$ cat src/hw/rtl/eptm_pkg.sv
`timescale 1ns / 1ps
// ----------------------------------------------------------------------------
// eptm_pkg
// Shared types and constants of the 8-bit PWM timer: operation codes,
// waveform and output modes, register map, config bundle and prescaler limits.
// ----------------------------------------------------------------------------
package eptm_pkg;

    // Prescaler counter width (largest divisor is 1024)
    localparam int PRESC_W = 10;
    // APB address width, six 32-bit registers
    localparam int ADDR_W  = 5;

    // Item operation codes
    typedef logic [2:0] t_func;
    localparam t_func FN_TICK         = 3'd0;
    localparam t_func FN_WR_COUNT     = 3'd1;
    localparam t_func FN_WR_COMPARE   = 3'd2;
    localparam t_func FN_CLEAR_FLAGS  = 3'd3;
    localparam t_func FN_RESET_COUNTS = 3'd4;

    // Waveform modes
    typedef logic [1:0] t_wave;
    localparam t_wave WM_NORMAL   = 2'd0;
    localparam t_wave WM_PC_PWM   = 2'd1;
    localparam t_wave WM_CTC      = 2'd2;
    localparam t_wave WM_FAST_PWM = 2'd3;

    // Compare output modes
    typedef logic [1:0] t_omode;
    localparam t_omode OM_OFF    = 2'd0;
    localparam t_omode OM_TOGGLE = 2'd1;
    localparam t_omode OM_CLEAR  = 2'd2;
    localparam t_omode OM_SET    = 2'd3;

    // Register indexes (byte address = 4 * index)
    typedef logic [2:0] t_reg_idx;
    localparam t_reg_idx REG_WAVE_MODE   = 3'd0;
    localparam t_reg_idx REG_OUTPUT_MODE = 3'd1;
    localparam t_reg_idx REG_CLOCK_SEL   = 3'd2;
    localparam t_reg_idx REG_OVF_IRQ_EN  = 3'd3;
    localparam t_reg_idx REG_CMP_IRQ_EN  = 3'd4;
    localparam t_reg_idx REG_EXT_EN      = 3'd5;

    // Configuration bundle from the register block
    typedef struct packed {
        t_wave      wave_mode;
        t_omode     output_mode;
        logic [2:0] clock_select;
        logic       ovf_irq_en;
        logic       cmp_irq_en;
        logic       ext_en;
    } t_cfg;

    // Terminal prescaler count (divisor - 1) per clock select code
    function automatic logic [PRESC_W-1:0] presc_limit(input logic [2:0] cs);
        logic [PRESC_W-1:0] lim;
        case (cs)
            3'd1:    lim = 10'd0;
            3'd2:    lim = 10'd7;
            3'd3:    lim = 10'd31;
            3'd4:    lim = 10'd63;
            3'd5:    lim = 10'd127;
            3'd6:    lim = 10'd255;
            3'd7:    lim = 10'd1023;
            default: lim = 10'd0;
        endcase
        return lim;
    endfunction

endpackage

$ cat src/hw/rtl/eight_bit_pwm_timer_unit.sv
`timescale 1ns / 1ps
// ----------------------------------------------------------------------------
// eight_bit_pwm_timer_unit
// 8-bit timer/counter with prescaler, four waveform modes, compare output
// pin, overflow/compare flags with interrupt request and extension counter.
// ----------------------------------------------------------------------------
// Usage:
//   Input channel (i_valid / o_stall) carries one item per transfer: a clock
//   tick, a counter write, a compare write, a flag clear or a count reset.
//   Output channel (o_valid / i_stall) returns one result per item: the
//   counter, active compare value, pin, flags, irq and extension count as
//   they stand after that item.
//   Items pass the input register, then the result register. Throughput:
//   one item per cycle unless stalled; one logic pass updates the timer state.
//   When the receiver stalls, the result register holds and the input
//   register keeps one more item, then o_stall rises until the result goes.
//   Configuration goes over the APB port (registers at 4*index) while no
//   item is in flight; pready is always high.
//   Synchronous active-low reset zeroes timer state, config and valid bits;
//   the block accepts items in the first cycle after reset.
// ----------------------------------------------------------------------------
module eight_bit_pwm_timer_unit
    import eptm_pkg::*;
#(
    parameter int COUNT_WIDTH  = 8,
    parameter int EXTEND_WIDTH = 16
) (
    input  logic                    i_clk,
    input  logic                    i_rst_n,
    // config port
    input  logic                    psel,
    input  logic                    penable,
    input  logic                    pwrite,
    input  logic [ADDR_W-1:0]       paddr,
    input  logic [31:0]             pwdata,
    output logic [31:0]             prdata,
    output logic                    pready,
    // input channel
    input  logic                    i_valid,
    output logic                    o_stall,
    input  logic [2:0]              i_func,
    input  logic [7:0]              i_value,
    // output channel
    output logic                    o_valid,
    input  logic                    i_stall,
    output logic [COUNT_WIDTH-1:0]  o_count_value,
    output logic [COUNT_WIDTH-1:0]  o_compare_value,
    output logic                    o_pin_level,
    output logic                    o_overflow_flag,
    output logic                    o_compare_flag,
    output logic                    o_irq,
    output logic [EXTEND_WIDTH-1:0] o_extended_count
);

    t_cfg cfg;

    // Input register
    logic       r_s1_valid;
    t_func      r_s1_func;
    logic [7:0] r_s1_value;
    logic       s1_adv;
    logic       s1_fire;
    logic       in_xfer;

    // Result register
    logic                    r_o_valid;
    logic [COUNT_WIDTH-1:0]  r_o_count;
    logic [COUNT_WIDTH-1:0]  r_o_compare;
    logic                    r_o_pin;
    logic                    r_o_ovf;
    logic                    r_o_cmp;
    logic                    r_o_irq;
    logic [EXTEND_WIDTH-1:0] r_o_event;

    logic                    advance;
    logic [COUNT_WIDTH-1:0]  nx_count;
    logic [COUNT_WIDTH-1:0]  nx_compare;
    logic                    nx_pin;
    logic                    nx_ovf;
    logic                    nx_cmp;
    logic [EXTEND_WIDTH-1:0] nx_event;

    eptm_cfg_regs u_regs (
        .i_clk   (i_clk),
        .i_rst_n (i_rst_n),
        .psel    (psel),
        .penable (penable),
        .pwrite  (pwrite),
        .paddr   (paddr),
        .pwdata  (pwdata),
        .prdata  (prdata),
        .pready  (pready),
        .o_cfg   (cfg)
    );

    // Handshake control
    assign s1_adv  = !r_o_valid || !i_stall;
    assign s1_fire = r_s1_valid && s1_adv;
    assign o_stall = r_s1_valid && !s1_adv;
    assign in_xfer = i_valid && !o_stall;

    always_ff @(posedge i_clk) begin
        if (!i_rst_n) begin
            r_s1_valid <= 1'b0;
        end else if (in_xfer) begin
            r_s1_valid <= 1'b1;
        end else if (s1_adv) begin
            r_s1_valid <= 1'b0;
        end
    end

    always_ff @(posedge i_clk) begin
        if (in_xfer) begin
            r_s1_func  <= i_func;
            r_s1_value <= i_value;
        end
    end

    eptm_prescaler u_presc (
        .i_clk          (i_clk),
        .i_rst_n        (i_rst_n),
        .i_tick         (s1_fire && r_s1_func == FN_TICK),
        .i_clock_select (cfg.clock_select),
        .o_advance      (advance)
    );

    eptm_core #(
        .COUNT_WIDTH  (COUNT_WIDTH),
        .EXTEND_WIDTH (EXTEND_WIDTH)
    ) u_core (
        .i_clk     (i_clk),
        .i_rst_n   (i_rst_n),
        .i_cfg     (cfg),
        .i_fire    (s1_fire),
        .i_func    (r_s1_func),
        .i_value   (r_s1_value),
        .i_advance (advance),
        .o_count   (nx_count),
        .o_compare (nx_compare),
        .o_pin     (nx_pin),
        .o_ovf     (nx_ovf),
        .o_cmp     (nx_cmp),
        .o_event   (nx_event)
    );

    // Result register
    always_ff @(posedge i_clk) begin
        if (!i_rst_n) begin
            r_o_valid <= 1'b0;
        end else if (s1_fire) begin
            r_o_valid <= 1'b1;
        end else if (!i_stall) begin
            r_o_valid <= 1'b0;
        end
    end

    always_ff @(posedge i_clk) begin
        if (s1_fire) begin
            r_o_count   <= nx_count;
            r_o_compare <= nx_compare;
            r_o_pin     <= nx_pin;
            r_o_ovf     <= nx_ovf;
            r_o_cmp     <= nx_cmp;
            r_o_irq     <= (nx_ovf & cfg.ovf_irq_en) | (nx_cmp & cfg.cmp_irq_en);
            r_o_event   <= nx_event;
        end
    end

    assign o_valid          = r_o_valid;
    assign o_count_value    = r_o_count;
    assign o_compare_value  = r_o_compare;
    assign o_pin_level      = r_o_pin;
    assign o_overflow_flag  = r_o_ovf;
    assign o_compare_flag   = r_o_cmp;
    assign o_irq            = r_o_irq;
    assign o_extended_count = r_o_event;

`ifndef SYNTHESIS
    a_no_drop: assert property (@(posedge i_clk) disable iff (!i_rst_n)
        (r_o_valid && i_stall) |=> r_o_valid)
        else $error("stalled result dropped");
    a_stall_only_full: assert property (@(posedge i_clk) disable iff (!i_rst_n)
        o_stall |-> (r_s1_valid && r_o_valid))
        else $error("input stalled with free space");
    a_fire_loads: assert property (@(posedge i_clk) disable iff (!i_rst_n)
        s1_fire |=> r_o_valid)
        else $error("transfer lost between stages");
`endif

endmodule

$ cat src/hw/rtl/eptm_cfg_regs.sv
`timescale 1ns / 1ps
// ----------------------------------------------------------------------------
// eptm_cfg_regs
// APB register block: mode, output mode, clock select, interrupt enables and
// extension counter enable. Zero wait states, read-back of all registers.
// ----------------------------------------------------------------------------
module eptm_cfg_regs
    import eptm_pkg::*;
(
    input  logic              i_clk,
    input  logic              i_rst_n,
    input  logic              psel,
    input  logic              penable,
    input  logic              pwrite,
    input  logic [ADDR_W-1:0] paddr,
    input  logic [31:0]       pwdata,
    output logic [31:0]       prdata,
    output logic              pready,
    output t_cfg              o_cfg
);

    t_cfg     r_cfg;
    logic     wr_en;
    t_reg_idx idx;

    assign pready = 1'b1;
    assign idx    = paddr[4:2];
    assign wr_en  = psel & penable & pwrite;

    // Register writes
    always_ff @(posedge i_clk) begin
        if (!i_rst_n) begin
            r_cfg <= '0;
        end else if (wr_en) begin
            case (idx)
                REG_WAVE_MODE:   r_cfg.wave_mode    <= pwdata[1:0];
                REG_OUTPUT_MODE: r_cfg.output_mode  <= pwdata[1:0];
                REG_CLOCK_SEL:   r_cfg.clock_select <= pwdata[2:0];
                REG_OVF_IRQ_EN:  r_cfg.ovf_irq_en   <= pwdata[0];
                REG_CMP_IRQ_EN:  r_cfg.cmp_irq_en   <= pwdata[0];
                REG_EXT_EN:      r_cfg.ext_en       <= pwdata[0];
                default: ;
            endcase
        end
    end

    // Read mux
    always_comb begin
        case (idx)
            REG_WAVE_MODE:   prdata = {30'd0, r_cfg.wave_mode};
            REG_OUTPUT_MODE: prdata = {30'd0, r_cfg.output_mode};
            REG_CLOCK_SEL:   prdata = {29'd0, r_cfg.clock_select};
            REG_OVF_IRQ_EN:  prdata = {31'd0, r_cfg.ovf_irq_en};
            REG_CMP_IRQ_EN:  prdata = {31'd0, r_cfg.cmp_irq_en};
            REG_EXT_EN:      prdata = {31'd0, r_cfg.ext_en};
            default:         prdata = 32'd0;
        endcase
    end

    assign o_cfg = r_cfg;

endmodule

$ cat src/hw/rtl/eptm_prescaler.sv
`timescale 1ns / 1ps
// ----------------------------------------------------------------------------
// eptm_prescaler
// Clock prescaler: counts tick transfers and flags the one that advances the
// timer, according to the selected divisor.
// ----------------------------------------------------------------------------
module eptm_prescaler
    import eptm_pkg::*;
(
    input  logic       i_clk,
    input  logic       i_rst_n,
    input  logic       i_tick,
    input  logic [2:0] i_clock_select,
    output logic       o_advance
);

    logic [PRESC_W-1:0] r_presc;
    logic [PRESC_W-1:0] n_presc;
    logic               run;
    logic               hit;

    assign run = i_tick & (i_clock_select != 3'd0);
    // count may sit above the limit after a divisor change: >= catches it
    assign hit = (r_presc >= presc_limit(i_clock_select));

    always_comb begin
        n_presc = r_presc;
        if (run) begin
            n_presc = hit ? '0 : r_presc + PRESC_W'(1);
        end
    end

    always_ff @(posedge i_clk) begin
        if (!i_rst_n) begin
            r_presc <= '0;
        end else begin
            r_presc <= n_presc;
        end
    end

    assign o_advance = run & hit;

endmodule

$ cat src/hw/rtl/eptm_core.sv
`timescale 1ns / 1ps
// ----------------------------------------------------------------------------
// eptm_core
// Timer state and its combinational update: counter, direction, compare
// buffer/active, pin, flags and extension counter. Presents the state after
// the current item for the result register.
// ----------------------------------------------------------------------------
module eptm_core
    import eptm_pkg::*;
#(
    parameter int COUNT_WIDTH  = 8,
    parameter int EXTEND_WIDTH = 16
) (
    input  logic                    i_clk,
    input  logic                    i_rst_n,
    input  t_cfg                    i_cfg,
    input  logic                    i_fire,
    input  t_func                   i_func,
    input  logic [7:0]              i_value,
    input  logic                    i_advance,
    output logic [COUNT_WIDTH-1:0]  o_count,
    output logic [COUNT_WIDTH-1:0]  o_compare,
    output logic                    o_pin,
    output logic                    o_ovf,
    output logic                    o_cmp,
    output logic [EXTEND_WIDTH-1:0] o_event
);

    localparam logic [COUNT_WIDTH-1:0] CMAX = {COUNT_WIDTH{1'b1}};

    logic [COUNT_WIDTH-1:0]  r_count,   n_count;
    logic                    r_down,    n_down;
    logic [COUNT_WIDTH-1:0]  r_cmp_act, n_cmp_act;
    logic [COUNT_WIDTH-1:0]  r_cmp_buf, n_cmp_buf;
    logic                    r_pin,     n_pin;
    logic                    r_ovf,     n_ovf;
    logic                    r_cmp,     n_cmp;
    logic [EXTEND_WIDTH-1:0] r_event,   n_event;

    logic                   match;
    logic                   at_max;
    logic                   bump;
    logic [COUNT_WIDTH-1:0] wr_val;

    assign match  = (r_count == r_cmp_act);
    assign at_max = (r_count == CMAX);
    assign wr_val = COUNT_WIDTH'(i_value);

    // Next state for one item
    always_comb begin
        n_count   = r_count;
        n_down    = r_down;
        n_cmp_act = r_cmp_act;
        n_cmp_buf = r_cmp_buf;
        n_pin     = r_pin;
        n_ovf     = r_ovf;
        n_cmp     = r_cmp;
        n_event   = r_event;
        bump      = 1'b0;

        if (i_fire) begin
            case (i_func)
                FN_TICK: begin
                    if (i_advance) begin
                        case (i_cfg.wave_mode)
                            WM_NORMAL: begin
                                if (match) begin
                                    n_cmp = 1'b1;
                                    case (i_cfg.output_mode)
                                        OM_TOGGLE: n_pin = ~r_pin;
                                        OM_CLEAR:  n_pin = 1'b0;
                                        OM_SET:    n_pin = 1'b1;
                                        default: ;
                                    endcase
                                end
                                if (at_max) begin
                                    n_count = '0;
                                    n_ovf   = 1'b1;
                                    bump    = 1'b1;
                                end else begin
                                    n_count = r_count + COUNT_WIDTH'(1);
                                end
                            end
                            WM_CTC: begin
                                if (match) begin
                                    n_cmp   = 1'b1;
                                    n_count = '0;
                                    bump    = 1'b1;
                                    case (i_cfg.output_mode)
                                        OM_TOGGLE: n_pin = ~r_pin;
                                        OM_CLEAR:  n_pin = 1'b0;
                                        OM_SET:    n_pin = 1'b1;
                                        default: ;
                                    endcase
                                end else if (at_max) begin
                                    n_count = '0;
                                    n_ovf   = 1'b1;
                                end else begin
                                    n_count = r_count + COUNT_WIDTH'(1);
                                end
                            end
                            WM_FAST_PWM: begin
                                if (match) begin
                                    n_cmp = 1'b1;
                                    case (i_cfg.output_mode)
                                        OM_CLEAR: n_pin = 1'b0;
                                        OM_SET:   n_pin = 1'b1;
                                        default: ;
                                    endcase
                                end
                                // wrap action overrides the match action
                                if (at_max) begin
                                    n_count   = '0;
                                    n_ovf     = 1'b1;
                                    n_cmp_act = r_cmp_buf;
                                    case (i_cfg.output_mode)
                                        OM_CLEAR: n_pin = 1'b1;
                                        OM_SET:   n_pin = 1'b0;
                                        default: ;
                                    endcase
                                end else begin
                                    n_count = r_count + COUNT_WIDTH'(1);
                                end
                            end
                            default: begin
                                // phase-correct PWM
                                if (match) begin
                                    n_cmp = 1'b1;
                                    case (i_cfg.output_mode)
                                        OM_CLEAR: n_pin = r_down;
                                        OM_SET:   n_pin = ~r_down;
                                        default: ;
                                    endcase
                                end
                                if (!r_down) begin
                                    if (at_max) begin
                                        // odd position: turn without flag
                                        n_down  = 1'b1;
                                        n_count = CMAX - COUNT_WIDTH'(1);
                                    end else begin
                                        n_count = r_count + COUNT_WIDTH'(1);
                                        if (r_count == CMAX - COUNT_WIDTH'(1)) begin
                                            n_down    = 1'b1;
                                            n_cmp_act = r_cmp_buf;
                                        end
                                    end
                                end else begin
                                    if (r_count == '0) begin
                                        // odd position: turn without flag
                                        n_down  = 1'b0;
                                        n_count = COUNT_WIDTH'(1);
                                    end else begin
                                        n_count = r_count - COUNT_WIDTH'(1);
                                        if (r_count == COUNT_WIDTH'(1)) begin
                                            n_down = 1'b0;
                                            n_ovf  = 1'b1;
                                        end
                                    end
                                end
                            end
                        endcase
                    end
                end
                FN_WR_COUNT: begin
                    n_count = wr_val;
                end
                FN_WR_COMPARE: begin
                    n_cmp_buf = wr_val;
                    if (i_cfg.wave_mode == WM_NORMAL || i_cfg.wave_mode == WM_CTC) begin
                        n_cmp_act = wr_val;
                    end
                end
                FN_CLEAR_FLAGS: begin
                    if (i_value[0]) n_ovf = 1'b0;
                    if (i_value[1]) n_cmp = 1'b0;
                end
                FN_RESET_COUNTS: begin
                    n_count = '0;
                    n_event = '0;
                end
                default: ;
            endcase

            if (bump && i_cfg.ext_en) begin
                n_event = r_event + EXTEND_WIDTH'(1);
            end
        end
    end

    // State registers
    always_ff @(posedge i_clk) begin
        if (!i_rst_n) begin
            r_count   <= '0;
            r_down    <= 1'b0;
            r_cmp_act <= '0;
            r_cmp_buf <= '0;
            r_pin     <= 1'b0;
            r_ovf     <= 1'b0;
            r_cmp     <= 1'b0;
            r_event   <= '0;
        end else begin
            r_count   <= n_count;
            r_down    <= n_down;
            r_cmp_act <= n_cmp_act;
            r_cmp_buf <= n_cmp_buf;
            r_pin     <= n_pin;
            r_ovf     <= n_ovf;
            r_cmp     <= n_cmp;
            r_event   <= n_event;
        end
    end

    assign o_count   = n_count;
    assign o_compare = n_cmp_act;
    assign o_pin     = n_pin;
    assign o_ovf     = n_ovf;
    assign o_cmp     = n_cmp;
    assign o_event   = n_event;

`ifndef SYNTHESIS
    // a flag clear item never sets a flag, so a cleared overflow flag stays clear
    a_clear_ovf: assert property (@(posedge i_clk) disable iff (!i_rst_n)
        (i_fire && i_func == FN_CLEAR_FLAGS && i_value[0]) |=> !r_ovf)
        else $error("overflow flag not cleared");
    a_reset_counts: assert property (@(posedge i_clk) disable iff (!i_rst_n)
        (i_fire && i_func == FN_RESET_COUNTS) |=> (r_count == '0 && r_event == '0))
        else $error("counts not reset");
    a_cmp_hold: assert property (@(posedge i_clk) disable iff (!i_rst_n)
        !i_fire |=> $stable(r_cmp_act) && $stable(r_count) && $stable(r_event))
        else $error("timer state moved without a transfer");
    a_pc_range: assert property (@(posedge i_clk) disable iff (!i_rst_n)
        (i_fire && i_func == FN_TICK && i_advance && i_cfg.wave_mode == WM_PC_PWM
         && !r_down && r_count == CMAX - COUNT_WIDTH'(1)) |=> r_down)
        else $error("phase-correct top not turned");
`endif

endmodule
$ cat config.mk
export PLATFORM = sky130hd
export DESIGN_NAME = eight_bit_pwm_timer_unit
export DESIGN_NICKNAME = d
export VERILOG_FILES = /design/src/hw/rtl/eptm_pkg.sv /design/src/hw/rtl/eight_bit_pwm_timer_unit.sv /design/src/hw/rtl/eptm_cfg_regs.sv /design/src/hw/rtl/eptm_prescaler.sv /design/src/hw/rtl/eptm_core.sv
export SDC_FILE = /design/constraint.sdc
export NUM_CORES = 1
export LEC_CHECK = 0
export ABC_AREA = 1
export BUFFER_PORTS_ARGS = -buffer_cell sky130_fd_sc_hd__buf_2
export CORE_MARGIN = 2
export CORE_UTILIZATION = 49
export CTS_BUF_LIST = sky130_fd_sc_hd__clkbuf_16
export DETAILED_ROUTE_END_ITERATION = 6
export PLACE_DENSITY = 0.72
export SKIP_CTS_REPAIR_TIMING = 1
export SLEW_MARGIN = 10
export SYNTH_ARGS = -nofsm -noshare
export SYNTH_HDL_FRONTEND = slang
export SYNTH_SLANG_ARGS = --single-unit
$ cat constraint.sdc
create_clock -name i_clk -period 3.4 [get_ports i_clk]
set_clock_uncertainty 0.1 [all_clocks]
set_input_delay 0.51 -clock i_clk [delete_from_list [all_inputs] [get_ports i_clk]]
set_output_delay 0.51 -clock i_clk [all_outputs]
set_load 0.01 [all_outputs]
---- Yosys cells after proc, flatten, opt, wreduce, memory -nomap -nowiden ----
Index checks and enable logic that the tools add are counted.
word-level totals
  register bits after elaboration ......... 113
  input port bits ......................... 55
  output and inout bits ................... 71
  word-level logic and storage cells ...... 160
cells by class
  add/sub/neg operators ................... 4
  $lt $le $gt $ge ......................... 1
  equality and inequality tests ........... 25
  multiplexer cells ....................... 66
  bitwise logic cells ..................... 10
  reduce and logical (&&, ||, !) cells .... 28
operators by type and width
  operator                 count
  $mux W8                  14
  $pmux W10 S6             1
  $mux W16                 3
  $pmux W8 S2              3
  $mux W1                  33
  $pmux W8 S3              1
  $eq A3 B3 Y1 const B     7
  $eq A3 B2 Y1 const B     6
  $pmux W3 S6              1
  $add A16 B1 Y16 const B  1
  $eq A8 B8 Y1 const B     2
  $pmux W1 S2              8
  $reduce_and A2 Y1        7
  $add A10 B1 Y10 const B  1
  $ge A10 B10 Y1           1
  $mux W10                 1
  $add A8 B1 Y8 const B    1
  $eq A2 B2 Y1 const B     4
  $eq A8 B1 Y1 const B     1
  $eq A8 B8 Y1             1
  $logic_not A8 Y1         1
  $sub A8 B1 Y8 const B    1
  $and A1 B1 Y1            6
  $eq A3 B1 Y1 const B     2
  other kinds (15)         27

---- Logic depth before layout (Yosys ltp) ----
Gate-level depths: netlist of run 1.
  word-level depth ........................ 12
  gate-level depth with buffers ........... 19
  depth with buffers taken out ............ 18

---- Cells and area by module ----
From an unflattened synthesis of run 1, not the netlist that was laid out.
second synthesis, totals
  cell total of the unflattened synthesis .. 1023
  area, all modules ....................... 7218.2 um^2
modules (own cells, without submodules)
  module                    instances  cells each  area each (um^2)
  eptm_core                 1          715         4090.2
  eight_bit_pwm_timer_unit  1          68          1535.2
  eptm_cfg_regs             1          128         824.5
  eptm_prescaler            1          112         768.2

---- Worst setup path before layout of run 1 ----
Ideal clock, no wire load.
  kind .................................... register to register
  start ................................... register u_regs.r_cfg (netlist bit u_regs.o_cfg[4])
  end ..................................... register r_o_event[3] (netlist: o_extended_count[3]) (data pin)
  library setup time ...................... 0.252 ns
  arrival time ............................ 1.974 ns
  required time ........................... 3.048 ns
  slack ................................... 1.074 ns
  stages on the path, launching flop included .. 15
  period minus slack after synthesis ...... 2.326 ns
  cells stage by stage .................... dfxtp_1 nand3_1 ha_1 nand2_1 nor2_1 nand3_1 nand3_1 nand2_2 buf_6 nor2_4 nand2_2 buf_6 nor3_1 nand3b_1 inv_1
between the ends
  word-level cells in the longest chain between the ends .. 10
  elaborated cells on any way between the ends .. 17
RTL lines
  element                                       RTL line                         text
  start: declaration                            eptm_cfg_regs.sv:22              t_cfg r_cfg;
  $eq A3 B3 Y1 or $eq A3 B2 Y1 (tied branches)  eptm_pkg.sv:58                   case (cs)
  $pmux W10 S6                                  eptm_pkg.sv:58
  $ge A10 B10 Y1                                eptm_prescaler.sv:24             assign hit = (r_presc >= presc_limit(i_clock_select));
  $and A1 B1 Y1 (*)                             eptm_prescaler.sv:41             assign o_advance = run & hit;
  $mux W1 (*)                                   eptm_core.sv:64                  if (i_advance) begin
  $mux W1 (*)                                   eptm_core.sv:62                  case (i_func)
  $mux W1 (*)                                   eptm_core.sv:61                  if (i_fire) begin
  $logic_and A1 B1 Y1 (*)                       eptm_core.sv:184                 if (bump && i_cfg.ext_en) begin
  $mux W16 (*)                                  eptm_core.sv:184
  $mux W16 (*)                                  eptm_core.sv:61
  net nx_event[3]                               eight_bit_pwm_timer_unit.sv:81   logic [EXTEND_WIDTH-1:0] nx_event;
  end signal: assignment                        eight_bit_pwm_timer_unit.sv:165  r_o_event <= nx_event;
  end: declaration                              eight_bit_pwm_timer_unit.sv:73   logic [EXTEND_WIDTH-1:0] r_o_event;
Mark *: on every way through the listed nets, which the timed path passes. The rest lies on a longest branch. The select of a mux whose other input is x is not followed.
A chain may end at the register's enable or synchronous reset.

---- Final worst setup path of run 1 ----
  start ................................... register u_regs.r_cfg (netlist bit u_regs.o_cfg[3])
  end ..................................... register r_o_event[14] (netlist: o_extended_count[14]) (data pin)
Same word-level chain as after synthesis.

==> results of run 1 <==
[cell type report]
| class | count | area [um^2] | share of cell area, % |
|---|---|---|---|
| Inverter | 135 | 506.7 | 6.605 |
| Clock buffer | 17 | 425.4 | 5.545 |
| Clock inverter | 15 | 265.3 | 3.457 |
| Sequential cell | 113 | 2733 | 35.62 |
| Timing Repair Buffer | 71 | 372.9 | 4.860 |
| Tap cell | 176 | 220.2 | 2.870 |
| Multi-Input combinational cell | 635 | 3149 | 41.05 |
[per-stage QoR]
| stage | hold slack [ns] | cell area (um^2) |
|---|---|---|
| finish | 0.1631 | 7672 |
| global placement | 0.3602 | 6982 |
| floorplan | 0.3506 | 6714 |
| global route | 0.1520 | 7672 |
| detailed placement | 0.3766 | 6982 |
| CTS | 0.1435 | 7672 |
[power breakdown]
part | total (mW) | internal, mW | switching [mW]
sequential | 1.48 | 1.46 | 0.0282
combinational | 0.251 | 0.0737 | 0.177
clock | 2.08 | 1.44 | 0.638
[layer usage]
metal | global-route usage (%) | wire length (um) | vias up
met5 | 0 | 0 | -
met1 | 29.38 | 7326 | 2685
met4 | 9.559 | 281 | 0
li1 | - | - | 2993
met2 | 35.65 | 7253 | 162
met3 | 4.753 | 783 | 26
[synthesized netlist by cell type (all sizes together)]
cell	instances
a31oi	2
conb	2
ha	22
nand3	47
o22ai	1
nor2	108
a211oi	1
edfxtp	47
clkbuf	9
o31ai	1
a21oi	59
or2	2
nand3b	3
a311oi	1
nor3	23
buf	41
nand4	12
and2	1
dfxtp	66
o2111ai	2
xnor2	5
xor2	14
inv	133
o21ai	63
o311ai	1
nor4	2
nand2	225
o21bai	4
clkinv	2
a21o	1
a22oi	1
a21boi	1
o221ai	1
o211ai	2
[registers in the layout, indices dropped and copies added, names as in the netlist]
register,cells
u_core.r_pin,1
o_irq,1
u_presc.r_presc,10
o_compare_flag,1
u_regs.o_cfg,10
u_core.r_ovf,1
u_core.r_down,1
u_core.r_count,8
u_core.r_cmp_act,8
u_core.r_event,16
r_s1_value,8
o_overflow_flag,1
o_compare_value,8
o_count_value,8
r_s1_func,3
o_pin_level,1
u_core.r_cmp,1
u_core.r_cmp_buf,8
r_s1_valid,1
o_extended_count,16
o_valid,1
[worst max-delay path by stage]
| stage | start | endpoint | cells past startpoint |
|---|---|---|---|
| CTS | u_regs.o_cfg[3] | o_extended_count[13] | 13 |
| global placement | u_regs.o_cfg[3] | o_extended_count[10] | 13 |
| global route | u_regs.o_cfg[5] | o_extended_count[13] | 13 |
| finish | u_regs.o_cfg[3] | o_extended_count[14] | 13 |
| floorplan | u_regs.o_cfg[4] | o_extended_count[3] | 14 |
| detailed placement | u_regs.o_cfg[3] | o_extended_count[14] | 13 |
[worst max-delay path, stage by stage (launching register included)]
cell and delay, ns:
dfxtp_1 0.43, nand3_1 0.15, ha_1 0.32, nand2_1 0.07, nor2_1 0.14, nand3_1 0.10, nand3_1 0.18, nand2_2 0.24
inv_1 0.27, nand3_2 0.26, nand2_1 0.12, o21ai_1 0.07, nand2_1 0.08, nand2_1 0.06
[kinds of logic (layout without fill, tap and decap cells)]
| kind of cell | Yosys count | count (layout) | share of synthesized area (%) |
|---|---|---|---|
| fa+ha+maj | 22 | 22 | 4.165 |
| compound gates | 141 | 141 | 11.87 |
| simple gates | 423 | 423 | 27.39 |
| buf+inv | 185 | 238 | 12.59 |
| other cells | 2 | 30 | 0.1136 |
| flops | 113 | 113 | 41.35 |
| xor+xnor | 19 | 19 | 2.518 |
==> qor.txt, run 1 <==
CTS H-tree depth - 4
DRC Markers - 6
leading cell types in the layout, fill and taps excluded - nand2_1 (222), inv_1 (129), nor2_1 (101)
final instance count without filler cells - 1162
Syn Area/Cell - 7.303 um^2
DR pass1 iterations - 7
Req. time, crit path - 3.47 ns
Crit. End Element - flip-flop
largest net degree at the start of global routing - 42
Post-Place Cells - 1130
Slew HR - 50.02%
Area Growth Syn to Fin - 16.09%
ANT nets after route - 0
final worst slack - 0.5731 ns
worst slew pin tran - 0.7470 ns
Place WS - 0.5785 ns
Final Power - 3.815 mW
clk slew on worst S/H paths - 0.06 ns
synthesized area - 6609 um^2
Reg2Reg Setup Slack - 0.57 ns
sequential element share of the synthesized area - 41.35%
Via Count - 5866
Warnings, synthesis - 0
Worst R2R Path Depth - 13
CP Launch Type - flip-flop
RSZ-0062 raised after global routing - false
GP Congestion - 0.9391
Fin. Hold Viols - 0
TritonCTS clock tree - done
first-pass GRT wire length - 25390 um
total grt overflow - 0
ANT cells - 0
f_max - 0.3538 GHz
GR Util All Layers - 22.38%
Num Clock Sinks - 113
failing checks - DRC
worst hold path endpoint - r_s1_value[0]
worst hold path class - input port to flip-flop
CTS max path bufs - 2
clock root cell - clkbuf_16
max-cap violation count - 0
Worst VDD drop - 595.2 uV
DR iter-0 viols - 410
status - finished with violations
nets - 1050
Crit Path Class - flip-flop to flip-flop
final setup fails - 0
DP HPWL - 11150 um
fill cell count - 1225
TritonCTS Buffers - 17
row count - 42
final core utilization - 58.17%
Via density - 5.048
reg2reg start - u_regs.o_cfg[3]
port bufs - 64
Max Fanout on Critical Path - 12
Final min period - 2.827 ns
top cell type's share of synthesized area - 21.36%
WL/cell - 13.46 um
Synth Register Bits - 113
Setup TNS - 0 ns
worst-skew pair later-pin latency - 0.42 ns
final WL - 15650 um
final max-slew violation count - 0
Yosys cell types - 49
Core ar. - 13190 um^2
Hold Crit Start - i_value[0]
Die Area - 14430 um^2
cell taking the most area after synthesis - edfxtp_1
Die Y - 120.1 um
Synth area leaders - edfxtp_1 (21%), dfxtp_1 (20%), nand2_1 (13%)
initial antenna violation count - 0
Worst Hold Path Cells - 1
commonest non-fill, non-tap cell in the layout - nand2_1
RR Endpoint - o_extended_count[14]
Synth Instances - 905
Leak Pwr - 3.486 nW
initial core utilization - 50.10%
Chip Width - 120.1 um
layout cells sized above 1 - 13.29%
period utilization - 83.14%
number of global-route vias before repair - 5309
arrival time of the worst setup path - 2.90 ns
Power per Cell Area - 497.3 nW/um^2
Top Ports - 126
(Power assumes the default switching activity.)
==> run 2, diff against run 1 <==
--- a/config.mk
+++ b/config.mk
@@ -11,7 +11,7 @@
 export CORE_UTILIZATION = 49
 export CTS_BUF_LIST = sky130_fd_sc_hd__clkbuf_16
 export DETAILED_ROUTE_END_ITERATION = 6
-export PLACE_DENSITY = 0.72
+export PLACE_DENSITY = 0.75
 export SKIP_CTS_REPAIR_TIMING = 1
 export SLEW_MARGIN = 10
 export SYNTH_ARGS = -nofsm -noshare
==> constraint.sdc (replaced) <==
create_clock -name i_clk -period 2.49 [get_ports i_clk]
set_clock_uncertainty 0.1 [all_clocks]
set_input_delay 0.3735 -clock i_clk [delete_from_list [all_inputs] [get_ports i_clk]]
set_output_delay 0.3735 -clock i_clk [all_outputs]
set_load 0.01 [all_outputs]
==> run 2 against run 1 <==
- the run now ends clean
- worst hold slack worse by 0.14 ns
- sequential power up 36%
- combinational power up 51%
- cell area up 3.6%
- wire length up 2.5%
- critical path depth up 2
- sequential cell count unchanged
- sequential share of layout area down 1.0 points
- largest cell class unchanged
==> qor.txt, run 2 (synthesis results as in run 1) <==
Die Area - 14430 um^2
leading cell types in the layout, fill and taps excluded - nand2_1 (220), inv_1 (130), nor2_1 (98)
Sw Ratio - 23.56%
final WL - 16030 um
Setup TNS - 0 ns
max-cap violation count - 0
Psw - 1.164 mW
DP HPWL - 11320 um
clock root cell - clkbuf_16
initial core utilization - 50.10%
Finished Cell Area - 7946 um^2
total grt overflow - 0
layout cells sized above 1 - 17.83%
number of global-route vias before repair - 5495
ANT nets after route - 0
fill cell count - 1215
DR pass1 iterations - 7
status - finished, final reports clean
Power per Cell Area - 621.5 nW/um^2
largest net degree at the start of global routing - 55
port bufs - 64
combinational group share of total power - 7.7%
Max Fanout on Critical Path - 8
Crit. End Element - flip-flop
final hold slack - 0.02327 ns
Reg2Reg Setup Slack - 0.07 ns
GP Congestion - 0.9849
DRC Markers - 0
Top Ports - 126
first-pass GRT wire length - 25760 um
worst-skew pair later-pin latency - 0.43 ns
GR Util All Layers - 22.70%
f_max - 0.4134 GHz
WL/cell - 13.46 um
clk slew on worst S/H paths - 0.06 ns
TritonCTS clock tree - done
part of the power in the clock network - 51.4%
Fin. Hold Viols - 0
area of placed instances - 7189 um^2
initial antenna violation count - 0
period utilization - 97.16%
Via Count - 6033
final max-slew violation count - 0
Final min period - 2.419 ns
arrival time of the worst setup path - 2.61 ns
row count - 42
Num Clock Sinks - 113
CP Launch Type - flip-flop
final setup fails - 0
Req. time, crit path - 2.68 ns
commonest non-fill, non-tap cell in the layout - nand2_1
CTS H-tree depth - 4
Die Y - 120.1 um
Chip Width - 120.1 um
RSZ-0062 raised after global routing - true
Core ar. - 13190 um^2
CTS max path bufs - 2
Area Growth Syn to Fin - 20.24%
Leak Pwr - 3.629 nW
TritonCTS Buffers - 17
Pint - 3.775 mW
Crit Path Class - flip-flop to flip-flop
Worst VDD drop - 593.7 uV
sequential share of power - 40.9%
worst hold path class - input port to flip-flop
DR iter-0 viols - 408
nets - 1079
ANT cells - 0
Via density - 5.065
[run 2: area by class of cell]
| class | instances | area [um^2] | area share, % |
|---|---|---|---|
| Clock buffer | 17 | 425.4 | 5.353 |
| Clock inverter | 15 | 195.2 | 2.456 |
| Inverter | 135 | 506.7 | 6.377 |
| Multi-Input combinational cell | 635 | 3244 | 40.83 |
| Sequential cell | 113 | 2748 | 34.58 |
| Tap cell | 176 | 220.2 | 2.771 |
| Timing Repair Buffer | 100 | 606.8 | 7.637 |
[run 2: power groups by stage]
stage,sequential (mW),clock (mW),combinational (mW)
final,2.02,2.54,0.379
after detailed placement,2.06,0,0.369
after floorplan,2.06,0,0.255
after global placement,2.06,0,0.365
after CTS,2.02,2.58,0.372
after global routing,2.02,2.66,0.425
[run 2: worst paths after layout]
check	to	from	depth (start not counted)
min	r_s1_value[7]	i_value[7]	1
max reg2reg	o_compare_value[5]	u_regs.o_cfg[5]	15
max	o_compare_value[5]	u_regs.o_cfg[5]	15
min reg2reg	o_valid	r_s1_valid	2
[run 2: worst max-delay path, cell delays in order (launching register included)]
cell and delay (ns):
dfxtp_4 0.39, o21ai_0 0.11, ha_1 0.30, nand2_1 0.06, nor2_2 0.16, nand2_1 0.12, nand3_4 0.12, nand2_4 0.10
buf_6 0.15, nor2_4 0.22, nand2_1 0.08, nand2_1 0.07, nand2_1 0.07, nand2_2 0.09, nand2_2 0.06, nand2_1 0.08
[run 2: per-layer routing]
metal	track usage (%)	wire (um)	vias up
li1	-	-	3053
met4	9.853	292	0
met3	5.323	972	25
met1	29.03	7220	2741
met2	36.65	7548	214
met5	0	0	-
[run 2: stage by stage]
stage / power, mW / setup WS [ns] / cells / util [%]
final: 4.939 / 0.07084 / 1191 / 60.24
after global routing: 5.105 / -0.1103 / 1191 / 60.24
after CTS: 4.969 / -0.1661 / 1188 / 59.21
after detailed placement: 2.429 / -0.09584 / 1156 / 54.51
after global placement: 2.423 / -0.02911 / 1156 / 54.51
after floorplan: 2.316 / 0.1638 / 933 / -
==> run 3, diff against run 2 <==
--- a/config.mk
+++ b/config.mk
@@ -11,7 +11,9 @@
 export CORE_UTILIZATION = 49
 export CTS_BUF_LIST = sky130_fd_sc_hd__clkbuf_16
 export DETAILED_ROUTE_END_ITERATION = 6
+export GPL_TIMING_DRIVEN = 0
 export PLACE_DENSITY = 0.75
+export RECOVER_POWER = 25
 export SKIP_CTS_REPAIR_TIMING = 1
 export SLEW_MARGIN = 10
 export SYNTH_ARGS = -nofsm -noshare
==> run 3 against run 2 <==
- the run now ends with setup timing left
- sequential power barely moved
- maximum frequency shrank 3.8%
- core utilization grew 1.6 points
- clock power decreased by 4%
- combinational power grew 9.8%
- setup slack worse by 0.096 ns
- critical path depth unchanged
- sequential cell count did not move
- wire length grew 6.3%
- global-route usage up 0.51 points
- non-clock buffer count increased by 25
- count of clock-buffer cells in the layout is the same
- critical endpoint is now o_extended_count[2]
==> qor.txt, run 3 (synthesis results as in run 1) <==
status - finished with violations
failing checks - setup timing
port bufs - 63
leading cell types in the layout, fill and taps excluded - nand2_1 (212), inv_1 (126), nor2_1 (94)
total grt overflow - 0
Via density - 5.008
largest net degree at the start of global routing - 46
worst slew pin tran - 0.8095 ns
fill cell count - 1183
Max Fanout on Critical Path - 6
max-cap violation count - 0
RSZ-0062 raised after global routing - true
TritonCTS clock tree - done
ANT cells - 0
number of global-route vias before repair - 5382
layout cells sized above 1 - 18.56%
arrival time of the worst setup path - 2.71 ns
DR pass1 iterations - 5
initial core utilization - 50.10%
TritonCTS Buffers - 17
Via Count - 6090
crit-path cells - o21ai_1 > ha_1 > nand2_1 > nor2_2 > nand3_2 > nand3_4 > nand2_4 > buf_8 > nor2_4 > nand2_4 > buf_8 > buf_6 > o21ai_2 > nand3b_1 > inv_1
worst-skew pair later-pin latency - 0.43 ns
family with the most delay on the worst path - simple AND/OR/NAND/NOR gates
clk slew on worst S/H paths - 0.05 ns
period utilization - 101.0%
final setup fails - 3
Chip Width - 120.1 um
commonest non-fill, non-tap cell in the layout - nand2_1
CP Launch Type - flip-flop
Buf/Inv on CP - 4
worst hold path class - input port to flip-flop
Crit. End Element - flip-flop
WL/cell - 14.02 um
Worst Hold Path Cells - 1
Worst R2R Path Depth - 15
Worst VDD drop - 536.7 uV
GR Util All Layers - 23.21%
CTS max path bufs - 2
final worst slack - -0.02481 ns
first-pass GRT wire length - 25940 um
final WL - 17050 um
DRC Markers - 0
Worst path slowest cell - dfxtp_4
initial antenna violation count - 0
DR iter-0 viols - 477
Core ar. - 13190 um^2
Fin. Hold Viols - 0
GP Congestion - 0.9739
Setup TNS - -0.02940 ns
Die Area - 14430 um^2
row count - 42
Slew HR - 46.04%
WP depth - 15
Max stage delay on crit path - 0.42 ns
final core utilization - 61.86%
Die Y - 120.1 um
nets - 1104
Final min period - 2.515 ns
f_max - 0.3976 GHz
CTS H-tree depth - 4
DP HPWL - 11750 um
ANT nets after route - 0
clock root cell - clkbuf_16
Req. time, crit path - 2.68 ns
final max-slew violation count - 0
Crit Path Class - flip-flop to flip-flop
Power per Cell Area - 597.2 nW/um^2
Num Clock Sinks - 113
Area Growth Syn to Fin - 23.46%
Top Ports - 126
Leak Pwr - 3.675 nW
## run 3: cell types whose count changed in the layout (fill, tap and decap cells not counted), sizes merged
cell	previous run	this run
clkinv	7	8
bufinv	4	3
buf	100	89
clkbuf	17	53
## run 3: final cells by class
| type | count | area, um^2 | area share, % |
|---|---|---|---|
| multi-input combinational | 635 | 3343 | 40.98 |
| clock inverter | 15 | 168.9 | 2.070 |
| tap | 176 | 220.2 | 2.699 |
| timing repair buffer | 76 | 402.9 | 4.938 |
| sequential | 113 | 2746 | 33.66 |
| buffer | 49 | 337.8 | 4.140 |
| clock buffer | 17 | 425.4 | 5.214 |
| inverter | 135 | 514.2 | 6.303 |
## run 3: worst paths after layout
kind                   start                  end  slack, ns
min reg2reg       r_s1_valid              o_valid       0.37
min               i_value[1]        r_s1_value[1]       0.03
max          u_regs.o_cfg[5]  o_extended_count[2]      -0.02
max reg2reg  u_regs.o_cfg[5]  o_extended_count[2]      -0.02
## run 3: metrics by stage
stage	worst slack [ns]	hold WS [ns]	total power, mW	cell area (um^2)	cells
after global placement	-0.2622	0.3613	2.439	7249	1172
after detailed placement	-0.2817	0.3673	2.441	7249	1172
after CTS	-0.2907	0.008560	4.875	7844	1204
after floorplan	0.1638	0.3506	2.316	6714	933
after global routing	-0.1361	0.008534	5.030	8159	1216
final	-0.02481	0.02506	4.873	8159	1216
## run 3: power by group
| part | switching, mW | internal, mW | leakage (nW) | total (mW) |
|---|---|---|---|---|
| combinational | 0.280 | 0.136 | 2.39 | 0.416 |
| sequential | 0.0286 | 1.98 | 0.985 | 2.01 |
| clock | 0.880 | 1.56 | 0.300 | 2.44 |
| total | 1.19 | 3.68 | 3.68 | 4.87 |
## run 3: worst reg2reg max path, cell delays in order, from the launching register on
cell and delay [ns]:
dfxtp_4 0.42, o21ai_1 0.10, ha_1 0.28, nand2_1 0.07, nor2_2 0.15, nand3_2 0.11, nand3_4 0.12, nand2_4 0.08
buf_8 0.16, nor2_4 0.14, nand2_4 0.10, buf_8 0.15, buf_6 0.12, o21ai_2 0.10, nand3b_1 0.11, inv_1 0.06
## run 3: per-layer routing
metal	GRT usage (%)	vias to the layer above	wire length (um)
li1	-	3103	-
met1	30.40	2705	7528
met2	36.61	248	7999
met3	5.513	34	1121
met4	10.00	0	398
met5	0	-	0
